<file path="src/hw/rtl/pmt_pkg.sv">
// Shared types, constants and lookup tables for the PNA melting temperature block.
package pmt_pkg;

  // Base codes
  localparam logic [2:0] CODE_A    = 3'd0;
  localparam logic [2:0] CODE_C    = 3'd1;
  localparam logic [2:0] CODE_G    = 3'd2;
  localparam logic [2:0] CODE_T    = 3'd3;
  localparam logic [2:0] CODE_NONE = 3'd4;

  // Configuration register indexes
  localparam int unsigned CFG_IDX_W = 3;
  localparam int unsigned CFG_DATA_W = 16;
  localparam logic [CFG_IDX_W-1:0] CFG_CONC   = 3'd0;
  localparam logic [CFG_IDX_W-1:0] CFG_SCALE  = 3'd1;
  localparam logic [CFG_IDX_W-1:0] CFG_OFFSET = 3'd2;
  localparam logic [CFG_IDX_W-1:0] CFG_PYR    = 3'd3;
  localparam logic [CFG_IDX_W-1:0] CFG_LEN    = 3'd4;

  localparam logic signed [11:0] CONC_RESET  = -12'sd300;
  localparam logic [15:0]        SCALE_RESET = 16'd256;

  // Field widths
  localparam int unsigned H_W    = 22;
  localparam int unsigned S_W    = 16;
  localparam int unsigned MT_W   = 17;
  localparam int unsigned CNT_OUT_W = 11;

  // Arithmetic widths
  localparam int unsigned DIV_NUM_W = 33;
  localparam int unsigned DIV_DEN_W = 16;
  localparam int unsigned RAW_W     = 35;
  localparam int unsigned PROD_W    = 52;
  localparam int unsigned SCL_W     = 44;
  localparam int unsigned SUM_W     = 46;

  localparam logic signed [RAW_W-1:0] KELVIN_Q8 = 35'sd69926;
  localparam logic signed [SUM_W-1:0] MT_MIN = -46'sd65536;
  localparam logic signed [SUM_W-1:0] MT_MAX = 46'sd65535;

  // Nearest-neighbor tables, indexed {first, second}
  localparam logic signed [14:0] PAIR_H [16] = '{
    -15'sd8400, -15'sd8600,  -15'sd6100,  -15'sd6500,
    -15'sd7400, -15'sd6700,  -15'sd10100, -15'sd6100,
    -15'sd7700, -15'sd11100, -15'sd6700,  -15'sd8600,
    -15'sd6300, -15'sd7700,  -15'sd7400,  -15'sd8400
  };
  localparam logic signed [9:0] PAIR_S [16] = '{
    -10'sd236, -10'sd230, -10'sd161, -10'sd188,
    -10'sd193, -10'sd156, -10'sd255, -10'sd161,
    -10'sd203, -10'sd284, -10'sd156, -10'sd230,
    -10'sd185, -10'sd203, -10'sd193, -10'sd236
  };

  typedef enum logic [3:0] {
    ST_IDLE,
    ST_CHECK,
    ST_START_H,
    ST_WAIT_H,
    ST_START_P,
    ST_WAIT_P,
    ST_MUL_LO,
    ST_MUL_HI,
    ST_SCALE,
    ST_ROUND,
    ST_SUM,
    ST_OUT
  } pmt_state_t;

  typedef struct packed {
    logic acc_en;
    logic check;
    logic div_start_h;
    logic div_start_p;
    logic mul_lo;
    logic mul_hi;
    logic scale;
    logic round;
    logic sum;
    logic load_out;
  } pmt_cmd_t;

  typedef struct packed {
    logic skip;
    logic div_busy;
  } pmt_sts_t;

  function automatic logic [2:0] base_code(input logic [7:0] c);
    logic [2:0] code;
    case (c)
      8'h41, 8'h61: code = CODE_A;
      8'h43, 8'h63: code = CODE_C;
      8'h47, 8'h67: code = CODE_G;
      8'h54, 8'h74: code = CODE_T;
      default:      code = CODE_NONE;
    endcase
    return code;
  endfunction

endpackage

</file>
<file path="src/hw/rtl/pmt_div.sv">
// Restoring divider on unsigned magnitudes, one quotient bit per cycle.
module pmt_div (
  input  logic                           clk,
  input  logic                           rst_n,
  input  logic                           start,
  input  logic [pmt_pkg::DIV_NUM_W-1:0]  num,
  input  logic [pmt_pkg::DIV_DEN_W-1:0]  den,
  output logic [pmt_pkg::DIV_NUM_W-1:0]  quo,
  output logic                           busy
);
  import pmt_pkg::*;

  localparam int unsigned CNT_W = $clog2(DIV_NUM_W + 1);

  logic                 busy_r;
  logic [CNT_W-1:0]     cnt_r;
  logic [DIV_NUM_W-1:0] quo_r;
  logic [DIV_DEN_W-1:0] rem_r;
  logic [DIV_DEN_W-1:0] den_r;
  logic [DIV_DEN_W:0]   rem_sh;
  logic                 ge;
  logic [DIV_DEN_W-1:0] rem_nxt;

  always_comb begin
    rem_sh  = {rem_r, quo_r[DIV_NUM_W-1]};
    ge      = rem_sh >= {1'b0, den_r};
    rem_nxt = ge ? DIV_DEN_W'(rem_sh - {1'b0, den_r}) : rem_sh[DIV_DEN_W-1:0];
  end

  always_ff @(posedge clk) begin
    if (!rst_n) begin
      busy_r <= 1'b0;
      cnt_r  <= '0;
    end else if (start) begin
      busy_r <= 1'b1;
      cnt_r  <= CNT_W'(DIV_NUM_W);
    end else if (busy_r) begin
      cnt_r <= cnt_r - CNT_W'(1);
      if (cnt_r == CNT_W'(1)) begin
        busy_r <= 1'b0;
      end
    end
  end

  always_ff @(posedge clk) begin
    if (start) begin
      quo_r <= num;
      rem_r <= '0;
      den_r <= den;
    end else if (busy_r) begin
      quo_r <= {quo_r[DIV_NUM_W-2:0], ge};
      rem_r <= rem_nxt;
    end
  end

  assign quo  = quo_r;
  assign busy = busy_r;

endmodule

</file>
<file path="src/hw/rtl/pmt_dp.sv">
// Datapath: configuration, running sums, Tm arithmetic and result register.
module pmt_dp #(
  parameter int unsigned MAX_LEN = 64
) (
  input  logic                            clk,
  input  logic                            rst_n,
  input  pmt_pkg::pmt_cmd_t               cmd,
  output pmt_pkg::pmt_sts_t               sts,
  input  logic [7:0]                      in_base_char,
  input  logic                            cfg_valid,
  input  logic [pmt_pkg::CFG_IDX_W-1:0]   cfg_index,
  input  logic [pmt_pkg::CFG_DATA_W-1:0]  cfg_data,
  output logic signed [pmt_pkg::MT_W-1:0] out_melt_temp,
  output logic signed [pmt_pkg::H_W-1:0]  out_enthalpy_total,
  output logic signed [pmt_pkg::S_W-1:0]  out_entropy_total,
  output logic [pmt_pkg::CNT_OUT_W-1:0]   out_pyrimidine_count,
  output logic [pmt_pkg::CNT_OUT_W-1:0]   out_seq_length,
  output logic                            out_too_long,
  output logic                            out_divide_fault
);
  import pmt_pkg::*;

  localparam int unsigned LEN_W   = $clog2(MAX_LEN + 2);
  localparam int unsigned PPROD_W = 16 + LEN_W;
  localparam int unsigned LT_W    = 17 + LEN_W;

  // Configuration
  logic signed [11:0] conc_r;
  logic [15:0]        tm_scale_r;
  logic signed [15:0] tm_offset_r;
  logic signed [15:0] pyr_coeff_r;
  logic signed [15:0] len_coeff_r;

  always_ff @(posedge clk) begin
    if (!rst_n) begin
      conc_r      <= CONC_RESET;
      tm_scale_r  <= SCALE_RESET;
      tm_offset_r <= '0;
      pyr_coeff_r <= '0;
      len_coeff_r <= '0;
    end else if (cfg_valid) begin
      case (cfg_index)
        CFG_CONC:   conc_r      <= cfg_data[11:0];
        CFG_SCALE:  tm_scale_r  <= cfg_data;
        CFG_OFFSET: tm_offset_r <= cfg_data;
        CFG_PYR:    pyr_coeff_r <= cfg_data;
        CFG_LEN:    len_coeff_r <= cfg_data;
        default:    ;
      endcase
    end
  end

  // Running sums
  logic [2:0]           prev_r;
  logic signed [H_W-1:0] h_acc_r;
  logic signed [S_W-1:0] s_acc_r;
  logic [LEN_W-1:0]     pyr_acc_r;
  logic [LEN_W-1:0]     len_acc_r;

  logic [2:0]           code;
  logic                 pair_ok;
  logic [3:0]           pidx;
  logic signed [H_W:0]  h_sum;
  logic signed [S_W:0]  s_sum;
  logic                 len_lt;
  logic                 is_pyr;

  always_comb begin
    code    = base_code(in_base_char);
    pair_ok = !prev_r[2] && !code[2];
    pidx    = {prev_r[1:0], code[1:0]};
    h_sum   = (H_W+1)'(h_acc_r) + (H_W+1)'(PAIR_H[pidx]);
    s_sum   = (S_W+1)'(s_acc_r) + (S_W+1)'(PAIR_S[pidx]);
    len_lt  = len_acc_r < LEN_W'(MAX_LEN);
    is_pyr  = (code == CODE_C) || (code == CODE_T);
  end

  always_ff @(posedge clk) begin
    if (!rst_n || cmd.load_out) begin
      prev_r    <= CODE_NONE;
      h_acc_r   <= '0;
      s_acc_r   <= '0;
      pyr_acc_r <= '0;
      len_acc_r <= '0;
    end else if (cmd.acc_en) begin
      if (len_lt) begin
        if (pair_ok) begin
          // sums only fall; a sign flip means underflow, clamp to the floor
          h_acc_r <= (h_sum[H_W] != h_sum[H_W-1]) ? {1'b1, {(H_W-1){1'b0}}}
                                                  : h_sum[H_W-1:0];
          s_acc_r <= (s_sum[S_W] != s_sum[S_W-1]) ? {1'b1, {(S_W-1){1'b0}}}
                                                  : s_sum[S_W-1:0];
        end
        if (is_pyr) begin
          pyr_acc_r <= pyr_acc_r + LEN_W'(1);
        end
        prev_r    <= code;
        len_acc_r <= len_acc_r + LEN_W'(1);
      end else begin
        len_acc_r <= LEN_W'(MAX_LEN + 1);
      end
    end
  end

  // Check stage: divisor, flags, magnitudes
  logic signed [16:0]   denom;
  logic                 d_neg;
  logic                 pc_neg;
  logic [15:0]          pc_mag;
  logic [H_W-1:0]       h_mag;

  logic                 too_long_r;
  logic                 fault_r;
  logic [LEN_W-1:0]     len_fin_r;
  logic [DIV_DEN_W-1:0] dmag_r;
  logic [DIV_NUM_W-1:0] hprod_r;
  logic [PPROD_W-1:0]   pprod_r;
  logic                 neg_h_r;
  logic                 pc_neg_r;

  always_comb begin
    denom  = 17'(s_acc_r) + 17'(conc_r);
    d_neg  = denom[16];
    pc_neg = pyr_coeff_r[15];
    pc_mag = 16'(pc_neg ? -17'(pyr_coeff_r) : 17'(pyr_coeff_r));
    h_mag  = H_W'(-h_acc_r);
  end

  always_ff @(posedge clk) begin
    if (cmd.check) begin
      too_long_r <= len_acc_r > LEN_W'(MAX_LEN);
      fault_r    <= denom == 17'sd0;
      len_fin_r  <= (len_acc_r > LEN_W'(MAX_LEN)) ? LEN_W'(MAX_LEN) : len_acc_r;
      dmag_r     <= DIV_DEN_W'(d_neg ? -denom : denom);
      // |H| * 2560 = |H| * 2048 + |H| * 512
      hprod_r    <= (DIV_NUM_W'(h_mag) << 11) + (DIV_NUM_W'(h_mag) << 9);
      pprod_r    <= PPROD_W'(pc_mag) * PPROD_W'(pyr_acc_r);
      neg_h_r    <= h_acc_r[H_W-1] ^ d_neg;
      pc_neg_r   <= pc_neg;
    end
  end

  // Shared divider; numerators carry half the divisor for round to nearest
  logic                 div_start;
  logic [DIV_NUM_W-1:0] div_num;
  logic [DIV_DEN_W-1:0] div_den;
  logic [DIV_NUM_W-1:0] quo;
  logic                 div_busy;

  always_comb begin
    div_start = cmd.div_start_h || cmd.div_start_p;
    if (cmd.div_start_h) begin
      div_num = hprod_r + DIV_NUM_W'(dmag_r[DIV_DEN_W-1:1]);
      div_den = dmag_r;
    end else begin
      div_num = DIV_NUM_W'(pprod_r) + DIV_NUM_W'(len_fin_r[LEN_W-1:1]);
      div_den = DIV_DEN_W'(len_fin_r);
    end
  end

  pmt_div u_div (
    .clk   (clk),
    .rst_n (rst_n),
    .start (div_start),
    .num   (div_num),
    .den   (div_den),
    .quo   (quo),
    .busy  (div_busy)
  );

  // Tm arithmetic
  logic signed [RAW_W-1:0]  raw_r;
  logic signed [RAW_W-1:0]  quo_s;
  logic signed [16:0]       pyr_term_r;
  logic [32:0]              prod_lo_r;
  logic signed [LT_W-1:0]   len_term_r;
  logic signed [34:0]       prod_hi_r;
  logic signed [PROD_W-1:0] prod_r;
  logic signed [PROD_W-1:0] rnd;
  logic signed [PROD_W-1:0] prod_rnd;
  logic signed [SCL_W-1:0]  scaled_r;
  logic signed [SUM_W-1:0]  total;
  logic signed [MT_W-1:0]   mt_r;

  always_comb begin
    quo_s    = $signed({2'b00, quo});
    rnd      = prod_r[PROD_W-1] ? 52'sd127 : 52'sd128;
    prod_rnd = prod_r + rnd;
    total    = SUM_W'(scaled_r) + SUM_W'(tm_offset_r) + SUM_W'(pyr_term_r)
             + SUM_W'(len_term_r);
  end

  always_ff @(posedge clk) begin
    if (cmd.div_start_p) begin
      raw_r <= (neg_h_r ? -quo_s : quo_s) - KELVIN_Q8;
    end
    if (cmd.mul_lo) begin
      pyr_term_r <= pc_neg_r ? -$signed({1'b0, quo[15:0]}) : $signed({1'b0, quo[15:0]});
      prod_lo_r  <= 33'(raw_r[16:0]) * 33'(tm_scale_r);
      len_term_r <= LT_W'(len_coeff_r) * LT_W'($signed({1'b0, len_fin_r}));
    end
    if (cmd.mul_hi) begin
      prod_hi_r <= 35'($signed(raw_r[RAW_W-1:17])) * 35'($signed({1'b0, tm_scale_r}));
    end
    if (cmd.scale) begin
      prod_r <= (PROD_W'(prod_hi_r) <<< 17) + $signed({19'b0, prod_lo_r});
    end
    if (cmd.round) begin
      scaled_r <= SCL_W'(prod_rnd >>> 8);
    end
    if (cmd.sum) begin
      if (total < MT_MIN) begin
        mt_r <= MT_MIN[MT_W-1:0];
      end else if (total > MT_MAX) begin
        mt_r <= MT_MAX[MT_W-1:0];
      end else begin
        mt_r <= total[MT_W-1:0];
      end
    end
  end

  // Result register
  always_ff @(posedge clk) begin
    if (cmd.load_out) begin
      out_melt_temp        <= (too_long_r || fault_r) ? '0 : mt_r;
      out_enthalpy_total   <= h_acc_r;
      out_entropy_total    <= s_acc_r;
      out_pyrimidine_count <= CNT_OUT_W'(pyr_acc_r);
      out_seq_length       <= CNT_OUT_W'(len_fin_r);
      out_too_long         <= too_long_r;
      out_divide_fault     <= fault_r;
    end
  end

  assign sts.skip     = too_long_r || fault_r;
  assign sts.div_busy = div_busy;

endmodule

</file>
<file path="src/hw/rtl/pmt_ctrl.sv">
// Controller: sequences accumulation, the two divides and the result handoff.
module pmt_ctrl (
  input  logic              clk,
  input  logic              rst_n,
  input  logic              in_valid,
  input  logic              in_is_last,
  output logic              in_stall,
  input  logic              out_stall,
  output logic              out_valid,
  output pmt_pkg::pmt_cmd_t cmd,
  input  pmt_pkg::pmt_sts_t sts
);
  import pmt_pkg::*;

  pmt_state_t state_r, state_nxt;
  logic       out_valid_r, out_valid_nxt;
  logic       in_fire;
  logic       out_free;

  always_ff @(posedge clk) begin
    if (!rst_n) begin
      state_r     <= ST_IDLE;
      out_valid_r <= 1'b0;
    end else begin
      state_r     <= state_nxt;
      out_valid_r <= out_valid_nxt;
    end
  end

  always_comb begin
    state_nxt = state_r;
    cmd       = '0;
    in_stall  = 1'b1;
    in_fire   = 1'b0;
    out_free  = !out_valid_r || !out_stall;
    case (state_r)
      ST_IDLE: begin
        in_stall   = 1'b0;
        in_fire    = in_valid;
        cmd.acc_en = in_fire;
        if (in_fire && in_is_last) begin
          state_nxt = ST_CHECK;
        end
      end
      ST_CHECK: begin
        cmd.check = 1'b1;
        state_nxt = ST_START_H;
      end
      ST_START_H: begin
        // faulted or overlong sequence: skip the divides and report zero Tm
        cmd.div_start_h = !sts.skip;
        state_nxt       = sts.skip ? ST_OUT : ST_WAIT_H;
      end
      ST_WAIT_H: begin
        if (!sts.div_busy) begin
          state_nxt = ST_START_P;
        end
      end
      ST_START_P: begin
        cmd.div_start_p = 1'b1;
        state_nxt       = ST_WAIT_P;
      end
      ST_WAIT_P: begin
        if (!sts.div_busy) begin
          state_nxt = ST_MUL_LO;
        end
      end
      ST_MUL_LO: begin
        cmd.mul_lo = 1'b1;
        state_nxt  = ST_MUL_HI;
      end
      ST_MUL_HI: begin
        cmd.mul_hi = 1'b1;
        state_nxt  = ST_SCALE;
      end
      ST_SCALE: begin
        cmd.scale = 1'b1;
        state_nxt = ST_ROUND;
      end
      ST_ROUND: begin
        cmd.round = 1'b1;
        state_nxt = ST_SUM;
      end
      ST_SUM: begin
        cmd.sum   = 1'b1;
        state_nxt = ST_OUT;
      end
      ST_OUT: begin
        // hold until the result register is free
        if (out_free) begin
          cmd.load_out = 1'b1;
          state_nxt    = ST_IDLE;
        end
      end
      default: begin
        state_nxt = ST_IDLE;
      end
    endcase

    if (cmd.load_out) begin
      out_valid_nxt = 1'b1;
    end else if (out_valid_r && !out_stall) begin
      out_valid_nxt = 1'b0;
    end else begin
      out_valid_nxt = out_valid_r;
    end
  end

  assign out_valid = out_valid_r;

endmodule

</file>
<file path="src/hw/rtl/pna_melting_temp_calc.sv">
// Top level of the streaming PNA nearest-neighbor melting temperature block.
//
//   channel  direction  handshake            payload
//   in_      input      in_valid / in_stall  base_char[7:0], is_last
//   out_     output     out_valid/out_stall  melt_temp[16:0] s, enthalpy_total[21:0] s,
//                                            entropy_total[15:0] s, pyrimidine_count[10:0],
//                                            seq_length[10:0], too_long, divide_fault
//   cfg_     input      cfg_valid/cfg_ready  cfg_index[2:0], cfg_data[15:0]
//
// A base that is not last leaves the input unstalled; the next base is taken in the following cycle.
// The last base starts the Tm sequence: the check state, then two divides on the shared divider,
// each waited out until the divider is done, then the multiply, scale, round and sum states
// before the result register loads; an overlong or zero-divisor sequence skips the divides and the arithmetic.
// The result register lets new bases in while a result waits under out_stall; a second
// last base then holds in the handoff state until that result is taken.
// Synchronous active-low reset clears the sums and the controller and sets the configuration registers to defaults.
module pna_melting_temp_calc #(
  parameter int unsigned MAX_LEN = 64
) (
  input  logic                            clk,
  input  logic                            rst_n,
  input  logic                            in_valid,
  output logic                            in_stall,
  input  logic [7:0]                      in_base_char,
  input  logic                            in_is_last,
  output logic                            out_valid,
  input  logic                            out_stall,
  output logic signed [pmt_pkg::MT_W-1:0] out_melt_temp,
  output logic signed [pmt_pkg::H_W-1:0]  out_enthalpy_total,
  output logic signed [pmt_pkg::S_W-1:0]  out_entropy_total,
  output logic [pmt_pkg::CNT_OUT_W-1:0]   out_pyrimidine_count,
  output logic [pmt_pkg::CNT_OUT_W-1:0]   out_seq_length,
  output logic                            out_too_long,
  output logic                            out_divide_fault,
  input  logic                            cfg_valid,
  output logic                            cfg_ready,
  input  logic [pmt_pkg::CFG_IDX_W-1:0]   cfg_index,
  input  logic [pmt_pkg::CFG_DATA_W-1:0]  cfg_data
);
  import pmt_pkg::*;

  pmt_cmd_t cmd;
  pmt_sts_t sts;

  assign cfg_ready = 1'b1;

  pmt_ctrl u_ctrl (
    .clk        (clk),
    .rst_n      (rst_n),
    .in_valid   (in_valid),
    .in_is_last (in_is_last),
    .in_stall   (in_stall),
    .out_stall  (out_stall),
    .out_valid  (out_valid),
    .cmd        (cmd),
    .sts        (sts)
  );

  pmt_dp #(.MAX_LEN(MAX_LEN)) u_dp (
    .clk                  (clk),
    .rst_n                (rst_n),
    .cmd                  (cmd),
    .sts                  (sts),
    .in_base_char         (in_base_char),
    .cfg_valid            (cfg_valid),
    .cfg_index            (cfg_index),
    .cfg_data             (cfg_data),
    .out_melt_temp        (out_melt_temp),
    .out_enthalpy_total   (out_enthalpy_total),
    .out_entropy_total    (out_entropy_total),
    .out_pyrimidine_count (out_pyrimidine_count),
    .out_seq_length       (out_seq_length),
    .out_too_long         (out_too_long),
    .out_divide_fault     (out_divide_fault)
  );

endmodule

</file>
<file path="config.mk">
export PLATFORM = sky130hd
export DESIGN_NAME = pna_melting_temp_calc
export DESIGN_NICKNAME = d
export VERILOG_FILES = /design/src/hw/rtl/pmt_pkg.sv /design/src/hw/rtl/pmt_div.sv /design/src/hw/rtl/pmt_dp.sv /design/src/hw/rtl/pmt_ctrl.sv /design/src/hw/rtl/pna_melting_temp_calc.sv
export SDC_FILE = /design/constraint.sdc
export NUM_CORES = 2
export LEC_CHECK = 0
export BUFFER_PORTS_ARGS = -buffer_cell sky130_fd_sc_hd__buf_2
export CAP_MARGIN = 25
export CORE_MARGIN = 1.5
export CORE_UTILIZATION = 30
export CTS_BUF_LIST = sky130_fd_sc_hd__clkbuf_2
export DETAILED_ROUTE_END_ITERATION = 6
export MAX_ROUTING_LAYER = met4
export PLACE_DENSITY = 0.56
export SLEW_MARGIN = 20
export SYNTH_ARGS = -nofsm -noshare
export SYNTH_HDL_FRONTEND = slang
export SYNTH_SLANG_ARGS = --single-unit
</file>
<file path="constraint.sdc">
create_clock -name clk -period 10.25 [get_ports clk]
set_input_delay 0.5125 -clock clk [delete_from_list [all_inputs] [get_ports clk]]
set_output_delay 0.5125 -clock clk [all_outputs]
set_load 0.02 [all_outputs]
</file>
**Word-level counts from Yosys, hierarchy flattened**

Memories as Yosys holds them, arrays and structs flattened.
Cells that the tools add are included.

- Add/sub/neg operators: 21
- $mul: 4
- Div/mod/pow operators: 0
- Order comparisons: 6
- Eq/ne operators: 32
- Shift operators: 0
- Multiplexer cells: 44
- Bitwise operators: 3
- Reductions and logical operators: 33

Operators by type and width:

| kind | number |
|---|---|
| $mux W33 | 3 |
| $mux W16 | 5 |
| $eq A8 B7 Y1 const B | 8 |
| $add A52 B34 Y52 | 1 |
| $add A52 B52 Y52 | 1 |
| $pmux W4 S12 | 1 |
| $add A45 B17 Y46 | 1 |
| $add A46 B24 Y46 | 1 |
| $gt A46 B17 Y1 const B | 1 |
| $lt A46 B17 Y1 const B | 1 |
| $add A44 B16 Y45 | 1 |
| $mul A18 B17 Y35 | 1 |
| $mux W35 | 1 |
| $neg A33 Y35 | 1 |
| $sub A35 B18 Y35 const B | 1 |
| $add A33 B15 Y33 | 1 |
| $add A33 B31 Y33 | 1 |
| $mul A17 B16 Y33 | 1 |
| $neg A16 Y16 | 2 |
| $mux W15 | 2 |
| $add A23 B6 Y24 | 1 |
| $mul A16 B8 Y24 | 1 |
| $add A22 B15 Y23 | 1 |
| $mul A16 B7 Y23 | 1 |
| 45 further kinds | 104 |

- Flip-flop bits (word level): 619
- Bits in latches: 0
- Bits in writable memories: 0
- Memory bits (read-only): 400
- Input bits: 33
- Output and inout port bits: 82
- Word-level logic and storage cells: 188
- Memories kept: 2

Memory list:

| name | depth | bits a word | read ports | clocked after Yosys merged registers in | write ports | line | source |
|---|---|---|---|---|---|---|---|
| (name not given) | 16 | 15 | 1 | 0 | 0 | pmt_dp.sv:72 | `h_sum = (H_W+1)'(h_acc_r) + (H_W+1)'(PAIR_H[pidx]);` |
| (name not given) | 16 | 10 | 1 | 0 | 0 | pmt_dp.sv:73 | `s_sum = (S_W+1)'(s_acc_r) + (S_W+1)'(PAIR_S[pidx]);` |

**Logic depth before layout (Yosys ltp)**

- Depth in word-level cells: 10
- Mapped depth: 28
- Depth with buffers taken out: 26

**Hierarchy**

From an unflattened synthesis, not the netlist that was laid out.

- Cell total of the unflattened synthesis: 6626
- Area, all modules: 62767.7 µm²

By module, submodules not included:

| module | instances | cells an instance | area an instance (µm²) | sequential area each (µm²) |
|---|---|---|---|---|
| pmt_dp | 1 | 6214 | 58456.1 | 14533.9 |
| pmt_div | 1 | 361 | 3923.8 | 1931.9 |
| pmt_ctrl | 1 | 49 | 376.6 | 100.1 |
| pna_melting_temp_calc | 1 | 2 | 11.3 | 0.0 |

**Least setup slack after synthesis**

Ideal clock, no wire load.

- Path type: reg2reg
- Start point: reg u_dp.tm_scale_r[9]
- End point: reg u_dp.prod_lo_r[32] (data pin)
- Setup time: 260 ps
- Data arrival time: 6449 ps
- Required time: 9990 ps
- Path slack: 3541 ps
- Stages on the path, launching flop included: 27
- Buffers on the path: 2
- Period minus slack after synthesis: 6709 ps
- Cell sequence: dfxtp_1 clkbuf_1 clkbuf_1 nand2_1 fa_1 inv_1 fa_1 inv_1 fa_1 inv_1 fa_1 fa_1 inv_1 fa_1 inv_1 ha_1 and4_1 a21oi_1 o21ai_0 a21oi_1 o21ai_0 o21bai_1 o31ai_1 o41ai_1 o2111ai_1 a21oi_1 xnor2_1

- Cells in the longest elaborated chain, start to end: 1

RTL lines:

| item | line | source |
|---|---|---|
| start, declared | pmt_dp.sv:29 | `logic [15:0] tm_scale_r;` |
| start signal, assigned | pmt_dp.sv:44 | `CFG_SCALE: tm_scale_r <= cfg_data;` |
| $mul A17 B16 Y33 | pmt_dp.sv:199 | `prod_lo_r <= 33'(raw_r[16:0]) * 33'(tm_scale_r);` |
| end signal, assigned | pmt_dp.sv:199 |  |
| end, declared | pmt_dp.sv:175 | `logic [32:0] prod_lo_r;` |

No other way between the ends.
A chain may end at the register's enable or synchronous reset.

**Final worst setup path**

- Start point: reg u_dp.tm_scale_r[5]
- End point: reg u_dp.prod_lo_r[32] (data pin)

The elaborated chain is that of the path after synthesis.

==> summary.md <==
| Metric | Value |
|---|---|
| Post-Syn Instances | `6539` |
| Reg2reg start | `u_dp.tm_scale_r[5]` |
| Initial antenna violation count | `11` |
| Post-CTS Repair Setup Buffers | `0` |
| Worst-path fanout max | `36` |
| Detail Placement HPWL | `120000 um` |
| Final Cycle Share | `74.2%` |
| Final cell count without fillers | `9543` |
| DR vias | `44900` |
| Final net count | `7949` |
| Flops & latches, synth | `604` |
| Max VDD drop | `0.0000875 V` |
| Fin Clk Skew | `0.177 ns` |
| Crit path DAT | `8.90 ns` |
| PwrDens | `120 nW/um^2` |
| R2R depth | `24` |
| Largest net degree at the start of global routing | `73` |
| PortBufs | `102` |
| Hold Crit Start | `cfg_index[1]` |
| Chip height | `458 um` |
| Clock-pin slew of the registers on the worst-case setup and hold paths | `0.12 ns` |
| Setup slack after layout | `2.64 ns` |
| Vias in the first global route | `46700` |
| Max-Cap Viols | `0` |
| Area of the multi-input gates | `40500 um^2` |
| Ys flop type | `edfxtp_1` |
| RSZ-0062 raised after global routing | `no` |
| Pre-antenna DRT Iters | `5` |
| Slew at the pin closest to its max-slew limit | `1.10 ns` |
| Register Area | `16600 um^2` |
| Clock tree buffer depth | `3` |
| Crit path from | `u_dp.tm_scale_r[5]` |
| Combinational power share | `36.1%` |
| Post-route ant nets | `0` |
| Most frequent cells in the layout | `1100 x inv_1, 842 x nand2_1, 751 x fa_1` |
| FILL cells | `21100` |
| Yosys cell types | `94` |
| Vias/cell | `4.71` |
| Grt met3 use | `2.67%` |
| Leakage Power | `30.9 nW` |
| Synth warnings | `0` |
| Hold depth | `7` |
| Met1 usage | `20.2%` |
| GR Overflow Total | `0` |
| Crit path launch type | `register` |
| Reg2reg end | `u_dp.prod_lo_r[32]` |
| Avg Inst Size Synth | `9.49 um^2` |
| Placed Cells | `9150` |
| Final WL | `157000 um` |
| FFs w/ async S/R, synth | `0%` |
| Critical setup path kind | `register to register` |
| H-tree levels | `4` |
| Die area | `210000 um^2` |
| CTS tree | `done` |
| Clk Latency, worst-skew pair | `1.63 ns` |
| Post-synthesis cell area | `62100 um^2` |
| Clock power frac | `22.2%` |
| Max-slew violations | `0` |
| Reg2reg setup slack | `2.64 ns` |
| Die Span X | `458 um` |
| Hold/Removal Path Class | `primary input to register` |
| CTS Buf Count | `165` |
| Top cell type's share of synthesized area | `24.2%` |
| Setup WS pre-CTS | `2.63 ns` |
| Hold Violations, Final | `0` |
| Sw Pwr | `3.24 mW` |
| First-pass GRT wire length | `252000 um` |
| Total power | `8.12 mW` |
| Worst Hold Path EP | `u_dp.tm_offset_r[14]` |
| Seq/Total Area, Yosys | `26.7%` |
| Critical path capture point type | `register` |
| Initial Utilization | `30.2%` |
| Final setup TNS | `0 ns` |
| Sw Ratio | `39.9%` |
| Ports | `115` |
| Gr busiest metal | `met2` |
| Worst slew margin | `26.4%` |
| Total GRT Usage | `15.6%` |
| Max Freq | `0.131 GHz` |
| FP Rows | `166` |
| Final setup fails | `0` |
| Minimum clock period | `7.61 ns` |
| Routability cong. | `0.877` |
| Synth-to-Final Area Change | `9.31%` |
| Post-synth EDFFs | `447` |
| Commonest non-fill, non-tap cell in the layout | `inv_1` |
| Sequential power share | `41.7%` |
| Synth top area cells | `fa_1 24%, edfxtp_1 22%, ha_1 9.2%, inv_1 6.7%, nand2_1 5.1%` |
| Wire length per cell | `16.5 um` |
| Clk sinks | `604` |
| Synth area leader | `fa_1` |
| Worst EP required | `11.54 ns` |
| Share of cells above drive strength 1 | `7.15%` |
| Status | `complete, no violations` |
| Core Box Area | `205000 um^2` |
| Initial DRC count | `2798` |
| Internal | `4.89 mW` |
| CTS root buf | `clkbuf_2` |
| DRC | `0` |
| Met2 usage | `24.9%` |
[flip-flops by register name (all words and copies together), names as in the netlist, 22 cells and up]
register and flops:
u_dp.len_term_r 24, u_dp.prod_hi_r 35, u_dp.prod_lo_r 33, u_dp.pprod_r 23, u_dp.u_div.quo 33, u_dp.hprod_r 22, u_dp.raw_r 35, u_dp.prod_r 52
u_dp.scaled_r 44
[worst max-delay path, cell delays in order (launching register included)]
cell and delay [ns]:
dfxtp_2 0.97, nand2_1 0.17, fa_1 0.55, inv_1 0.06, fa_1 0.53, inv_1 0.05, fa_1 0.51, inv_1 0.05
fa_1 0.46, fa_1 0.56, inv_1 0.06, fa_1 0.52, inv_1 0.04, ha_1 0.33, and4_1 0.18, a21oi_1 0.12
o21ai_0 0.09, a21oi_1 0.30, o21ai_0 0.27, o21bai_1 0.26, o31ai_1 0.14, o41ai_1 0.57, o2111ai_1 0.21, a21oi_1 0.20
xnor2_1 0.08
[routing by layer]
layer / up-vias / share of wire (%)
met5: - / 0
met4: 0 / 2.4
met3: 256 / 5.8
met2: 1083 / 46
met1: 22100 / 46
li1: 21500 / -
[metrics by stage]
step                      cell area (um^2)  util [%]  hold slack [ns]
final                                67800      33.1            0.307
after global routing                 67800      33.1           0.0848
after CTS                            67800      33.0           0.0319
after detailed placement             65400      31.9            0.405
after global placement               65400      31.9            0.401
after floorplan                      62100         -            0.400
[cell usage after synthesis (11+ instances only)]
cell type     n
a22oi_1      12
fa_1        751
nor3_1       96
clkbuf_1    217
nor4_1       23
and3_1       44
o21a_1       29
o21bai_1     27
nand4_1      21
nand2_1     842
nand2b_1     43
edfxtp_1    447
nor2b_1      84
a211oi_1     22
or3_1        32
and2_1      377
xnor2_1     289
nor2_1      275
a21oi_1     248
xor2_1      152
mux2i_1      21
dfxtp_1     157
a21boi_0     88
buf_4        12
o211ai_1     23
and4_1       13
a31oi_1      25
o21ai_0     193
nand3_1     124
nor3b_1      16
a2111oi_0    11
inv_1      1102
or2_2        20
ha_1        454
o31ai_1      17
a21o_1       83
[timing repair]
action,4_1_cts,5_1_grt
hold endpoints to repair,162,0
gates resized for setup,0,0
hold buffers,82,0
[power by group through the flow]
stage | Sequential, mW | Clock (mW) | Combinational, mW
final | 3.38 | 1.80 | 2.94
after global routing | 3.42 | 2.03 | 3.30
after CTS | 3.38 | 1.89 | 2.95
after detailed placement | 3.43 | 0 | 2.89
after global placement | 3.43 | 0 | 2.86
after floorplan | 3.28 | 0 | 2.21
[final cells by class]
type,count,area share (%)
clock buffer,236,1.74
tap,2688,4.96
timing repair buffer,234,2.53
antenna,18,0.0664
clock inverter,57,0.515
inverter,1102,6.10
sequential,604,24.4
multi-input combinational,4604,59.7
[cell families (layout without fill, tap and decap cells)]
family / after synthesis / in the layout / synth area share, %
buffers and inverters: 1340 / 1629 / 8.21
adders and majority gates: 1205 / 1205 / 33.4
xor gates and xnor gates: 441 / 441 / 6.22
other: 2 / 29 / 0.0121
DFF: 604 / 604 / 26.7
AOI/OAI and AO/OA: 864 / 864 / 8.92
muxes: 29 / 29 / 0.490
and+or+nand+nor: 2054 / 2054 / 16.1
[how the worst max path moves through the flow]
stage	depth (start not counted)	slack, ns	endpoint
detailed placement	24	2.63	u_dp.prod_lo_r[32]
CTS	24	2.66	u_dp.prod_lo_r[32]
global route	25	2.24	u_dp.prod_lo_r[30]
floorplan	26	3.54	u_dp.prod_lo_r[32]
finish	24	2.64	u_dp.prod_lo_r[32]
global placement	24	2.72	u_dp.prod_lo_r[32]
(Power assumes the default switching activity.)
